===== config.mk =====
export PLATFORM = sky130hd
export DESIGN_NAME = ehtc_ctrl
export DESIGN_NICKNAME = d
export VERILOG_FILES = /design/src/sv/ehtc_pkg.sv /design/src/sv/ehtc_ctrl.sv
export SDC_FILE = /design/constraint.sdc
export NUM_CORES = 1
export LEC_CHECK = 0
export ABC_AREA = 1
export BUFFER_PORTS_ARGS = -buffer_cell sky130_fd_sc_hd__buf_4
export CORE_MARGIN = 2
export CORE_UTILIZATION = 38
export CTS_CLUSTER_SIZE = 40
export DETAILED_ROUTE_END_ITERATION = 8
export GPL_ROUTABILITY_DRIVEN = 0
export PLACE_DENSITY_LB_ADDON = 0.08
export SYNTH_ARGS = -nofsm -noshare
export SYNTH_HDL_FRONTEND = slang
export SYNTH_SLANG_ARGS = --single-unit

===== constraint.sdc =====
create_clock -name clock -period 2.4 [get_ports clock]
set_input_delay 0.12 -clock clock [delete_from_list [all_inputs] [get_ports clock]]
set_output_delay 0.12 -clock clock [all_outputs]
set_load 0.01 [all_outputs]

===== src/sv/ehtc_pkg.sv =====
package ehtc_pkg;

   localparam int REQ_DATA_W = 152;
   localparam int RSP_DATA_W = 24;
   localparam int CSR_IDX_W  = 3;
   localparam int CSR_DATA_W = 16;

   localparam logic [CSR_IDX_W-1:0] CSR_CLICKS_PER_DEG = 3'd0;
   localparam logic [CSR_IDX_W-1:0] CSR_DEG_PER_CLICK  = 3'd1;
   localparam logic [CSR_IDX_W-1:0] CSR_BRAKE_ADVANCE  = 3'd2;
   localparam logic [CSR_IDX_W-1:0] CSR_CORR_FACTOR    = 3'd3;
   localparam logic [CSR_IDX_W-1:0] CSR_MISS_TOL       = 3'd4;
   localparam logic [CSR_IDX_W-1:0] CSR_BRAKE_TIMEOUT  = 3'd5;

   localparam logic OP_LOAD = 1'b0;
   localparam logic OP_TICK = 1'b1;

   localparam logic [1:0] MODE_FLOAT = 2'd0;
   localparam logic [1:0] MODE_DRIVE = 2'd1;
   localparam logic [1:0] MODE_BRAKE = 2'd2;

   // floor(2^34 / 90), used for the divide by 23040 = 256 * 90
   localparam logic [27:0] RECIP_90 = 28'd190887435;
   localparam logic [28:0] DIV_90   = 29'd90;

   typedef enum logic [7:0] {
      ST_IDLE = 8'b0000_0001,
      ST_SUM  = 8'b0000_0010,
      ST_MUL  = 8'b0000_0100,
      ST_NRM  = 8'b0000_1000,
      ST_REC  = 8'b0001_0000,
      ST_CLK  = 8'b0010_0000,
      ST_DEC  = 8'b0100_0000,
      ST_RSP  = 8'b1000_0000
   } ctl_state_type;

   typedef struct packed {
      logic capture;
      logic load;
      logic do_sum;
      logic do_mul;
      logic do_nrm;
      logic do_rec;
      logic do_clk;
      logic commit;
   } ctl_cmd_type;

endpackage


===== src/sv/ehtc_ctrl.sv =====
module ehtc_ctrl (
   input  logic                clock,
   input  logic                reset,
   input  logic                req_tvalid,
   output logic                req_tready,
   input  logic                req_op,
   output logic                rsp_tvalid,
   input  logic                rsp_tready,
   output ehtc_pkg::ctl_cmd_type cmd
);
   import ehtc_pkg::*;

   ctl_state_type state_ff, state_in;
   logic          accept;

   assign req_tready = (state_ff == ST_IDLE);
   assign rsp_tvalid = (state_ff == ST_RSP);
   assign accept     = req_tvalid && req_tready;

   always_comb begin
      state_in    = state_ff;
      cmd         = '0;
      cmd.capture = accept && (req_op == OP_TICK);
      cmd.load    = accept && (req_op == OP_LOAD);
      case (state_ff)
         ST_IDLE: begin
            if (cmd.capture) state_in = ST_SUM;
         end
         ST_SUM: begin
            cmd.do_sum = 1'b1;
            state_in   = ST_MUL;
         end
         ST_MUL: begin
            cmd.do_mul = 1'b1;
            state_in   = ST_NRM;
         end
         ST_NRM: begin
            cmd.do_nrm = 1'b1;
            state_in   = ST_REC;
         end
         ST_REC: begin
            cmd.do_rec = 1'b1;
            state_in   = ST_CLK;
         end
         ST_CLK: begin
            cmd.do_clk = 1'b1;
            state_in   = ST_DEC;
         end
         ST_DEC: begin
            cmd.commit = 1'b1;
            state_in   = ST_RSP;
         end
         ST_RSP: begin
            if (rsp_tready) state_in = ST_IDLE;
         end
         default: state_in = ST_IDLE;
      endcase
   end

   always_ff @(posedge clock) begin
      if (reset) begin
         state_ff <= ST_IDLE;
      end else begin
         state_ff <= state_in;
      end
   end

endmodule


### Word-level counts from Yosys, hierarchy flattened

Index checks and enable logic that the tools add are counted.

* register bits: 8
* bits in latches: 0
* memory bits (writable): 0
* bits in read-only memories: 0
* input port bits: 5
* output and inout port bits: 10
* logic and storage cells: 25
* memories kept: 0

* $add $sub $neg: 0
* multipliers: 0
* div/mod/pow operators: 0
* order comparisons: 0
* equality and inequality tests: 10
* shift-type cells: 0
* mux-type cells: 9
* bitwise operators: 1
* reductions and logical operators: 4

Operators with widths (count)
* $pmux W8 S8: 1
* $mux W8: 2
* $eq A8 B1 Y1 const B: 1
* $eq A8 B2 Y1 const B: 1
* $eq A8 B3 Y1 const B: 1
* $eq A8 B4 Y1 const B: 1
* $eq A8 B5 Y1 const B: 1
* $eq A8 B6 Y1 const B: 1
* $eq A8 B7 Y1 const B: 1
* $eq A8 B8 Y1 const B: 1
* $mux W1: 6
* $ne A2 B1 Y1 const B: 2
* $logic_and A1 B1 Y1: 3
* $reduce_and A2 Y1: 1
* $not A1 Y1: 1

### Depth between registers and ports, before layout

* depth in word-level cells: 5
* gate-level depth with buffers: 8
* depth with buffers taken out: 8

### Least setup slack after synthesis

OpenSTA, ideal clock, no wires.

* path kind: flip-flop to output port
* start: reg state_ff[4]
* end: out cmd[6] (netlist name)
* arrival: 930 ps
* data required time: 2280 ps
* setup slack: 1350 ps
* stages on the path, launching flop included: 6
* cells stage by stage: dfxtp_1 inv_1 nand2_2 nor2_2 nand2_1 nor3_1

RTL lines
* start, declared: line ehtc_ctrl.sv:13 `ctl_state_type state_ff, state_in;`
* start signal, assigned: line ehtc_ctrl.sv:64 `state_ff <= state_in;`
* end, declared: line ehtc_ctrl.sv:9 `output ehtc_pkg::ctl_cmd_type cmd`

==> flow_metrics.py <==
metrics = {
    "placed_design": {
        "place_hpwl_um": 944,
        "dp.cells": 117,
        "pre_cts_ws_ns": 1.28,
        "numPortBuffers": 14,
    },
    "logic_synthesis": {
        "netlist_area_um2": 526,
        "seq_area_frac_synth": 0.305,
        "synth_area_leaders": "dfxtp_1, nand2_1, inv_1, nor2_1, nor2_2",
        "synth_cell_type_count": 13,
        "synthTopCellsByCount": "nand2_1, inv_1, nor2_1",
        "synth_flop_cell": "dfxtp_1",
        "postSynthAreaPerCell_um2": 5.97,
        "synth_top_area_frac": 0.305,
        "ys_warn_count": 0,
        "syn-num-nets": 93,
        "yosys_register_bits": 8,
        "synth_edf_count": 0,
        "yosysTopAreaCell": "dfxtp_1",
        "async_reset_ff_frac": 0,
        "yosysMostFrequentCell": "nand2_1",
        "synth_cells": 88,
    },
    "cts": {
        "cts_htree_levels": 1,
        "cts.sinks": 8,
        "cts_tree": "yes",
        "cts_buffer_depth": 2,
        "clk_pin_slew_ns": 0.06,
        "clk-insertion-delay-late_ns": 0.26,
        "clockRootBuffer": "clkbuf_4",
        "postCtsSetupBuffers": 0,
        "hold_buffers": 0,
        "cts_made_buffers": 3,
        "post_cts_resized": 0,
    },
    "run_status": {
        "status": "complete, no violations",
    },
    "sta": {
        "worst_slack_ns": 1.01,
        "worst_slew_margin_rel": 0.804,
        "finalSetupViolCount": 0,
        "worst_slew_pin_slew_ns": 0.292,
        "fmax_ghz": 0.718,
        "maxSlewViolCount": 0,
        "worst_clock_skew_ns": 0.00641,
        "setup_tns_ns": 0,
        "finalCritPeriodShare": 0.580,
        "fin_crit_ns": 1.39,
        "report.final.hold_viol_count": 0,
        "grt_setup_unrepaired": "false",
    },
    "global_route": {
        "grt_pass1_vias": 471,
        "overflow": 0,
        "antenna_found_initial": 0,
        "track_usage": 0.175,
        "grt_max_degree": 7,
        "grt_pass1_wl_mm": 1.86,
    },
    "floorplan": {
        "core.rowCount": 13,
        "die_h_um": 41.2,
        "num_io_pins": 15,
        "start_util": 0.404,
        "die_x_um": 41.2,
        "core_um2": 1300,
        "dieArea_um2": 1700,
    },
    "worst_setup_path": {
        "worstSetupStartpoint": "state_ff[4]",
        "worst_setup_path_start_kind": "flop",
        "regToRegSetupSlack_ns": 1.30,
        "r2r_start": "state_ff[3]",
        "timing.rr.end": "state_ff[0]",
        "worst-path-max-fanout": 4,
        "r2r_cells": 8,
        "arrival_ns": 1.27,
        "worstSetupEndpointType": "output port",
        "crit_end": "cmd[6]",
        "cp_data_required_time_ns": 2.28,
        "path_class": "flop to output port",
    },
    "finish": {
        "finalNonFillerCells": 120,
        "regArea_um2": 160,
        "reg_top3": "state_ff x8",
        "layout.nets": 112,
        "nFillCells": 141,
        "multi_input_area_um2": 287,
        "area_growth_pct": 27.9,
        "fin_util": 0.516,
        "largest_reg_flops": 8,
        "drive_gt1_frac": 0.333,
        "diodes": 0,
        "top_register": "state_ff",
    },
    "routing": {
        "via_per_inst": 4.32,
        "num_vias": 518,
        "drc_errors": 0,
        "wl_mm": 1.16,
        "wl_per_cell_um": 9.66,
        "postRouteAntennaNets": 0,
        "drt-initial-drc-count": 7,
        "dr.pass1.iters": 4,
    },
    "power_and_ir_drop": {
        "p_total_uw": 407,
        "ir_drop_uv": 245,
        "powerDensity_nw_per_um2": 606,
        "leakagePower_nw": 0.409,
    },
    "flow_run": {
        "maxCapViolations": 0,
    },
    "hold_path": {
        "hp-class": "primary input to flop",
    },
}
## metrics by stage
stage / instance area, um2 / hold WS (ns)
after global placement: 649 / 0.354
after global routing: 672 / 0.0815
after detailed placement: 649 / 0.353
final: 672 / 0.0776
after CTS: 672 / 0.0821
after floorplan: 526 / 0.192
## layer usage
| metal | vias to the layer above | wire [um] | GRT usage |
|---|---|---|---|
| met5 | - | 0 | 0 |
| met2 | 15 | 541 | 0.258 |
| met3 | 2 | 60 | 0.0326 |
| met1 | 208 | 541 | 0.227 |
| li1 | 293 | - | - |
| met4 | 0 | 16 | 0.121 |
## power breakdown
part / switching (mW) / leakage, nW / internal [mW]
Sequential: 0.00668 / 0.0650 / 0.142
Combinational: 0.0911 / 0.331 / 0.0606
Clock: 0.0496 / 0.0138 / 0.0575
## worst min-delay path by stage
stage	to	cells after the start	startpoint
6_report	state_ff[1]	2	reset
2_1_floorplan	state_ff[1]	1	reset
5_1_grt	state_ff[3]	2	reset
3_5_place_dp	state_ff[1]	2	reset
4_1_cts	state_ff[1]	2	reset
3_3_place_gp	state_ff[1]	2	reset
## cells in the final DEF, fill, tap and decap left out, types with 3 or more instances in the layout
master    instances
clkbuf_4          3
dfxtp_1           8
nand2_1          22
inv_2             3
nand2_2           5
nor2_1           14
inv_1            18
buf_4            14
nor2_2            6
nand3_1           5
## worst max-delay path, stage by stage, from the launching register on
cell	delay (ns)
dfxtp_1	0.33
inv_1	0.08
nand2_2	0.08
nor2_2	0.15
nand2_1	0.10
nor3_1	0.14
buf_4	0.14
## area by class of cell
type,count,area share
multi-input cells,59,0.426
flip-flops and latches,8,0.238
repair buffers,14,0.156
inverters,21,0.117
clock buffers,3,0.0335
well taps,15,0.0279
## logic make-up (layout without fill, tap and decap cells)
group	Yosys count	after routing	share of synthesized area
flip-flops	8	8	0.305
buffers and inverters	21	38	0.150
AND/OR/NAND/NOR	58	58	0.529
AO/OA/AOI/OAI	1	1	0.0167
No activity file was read; power rests on OpenSTA's default activity.
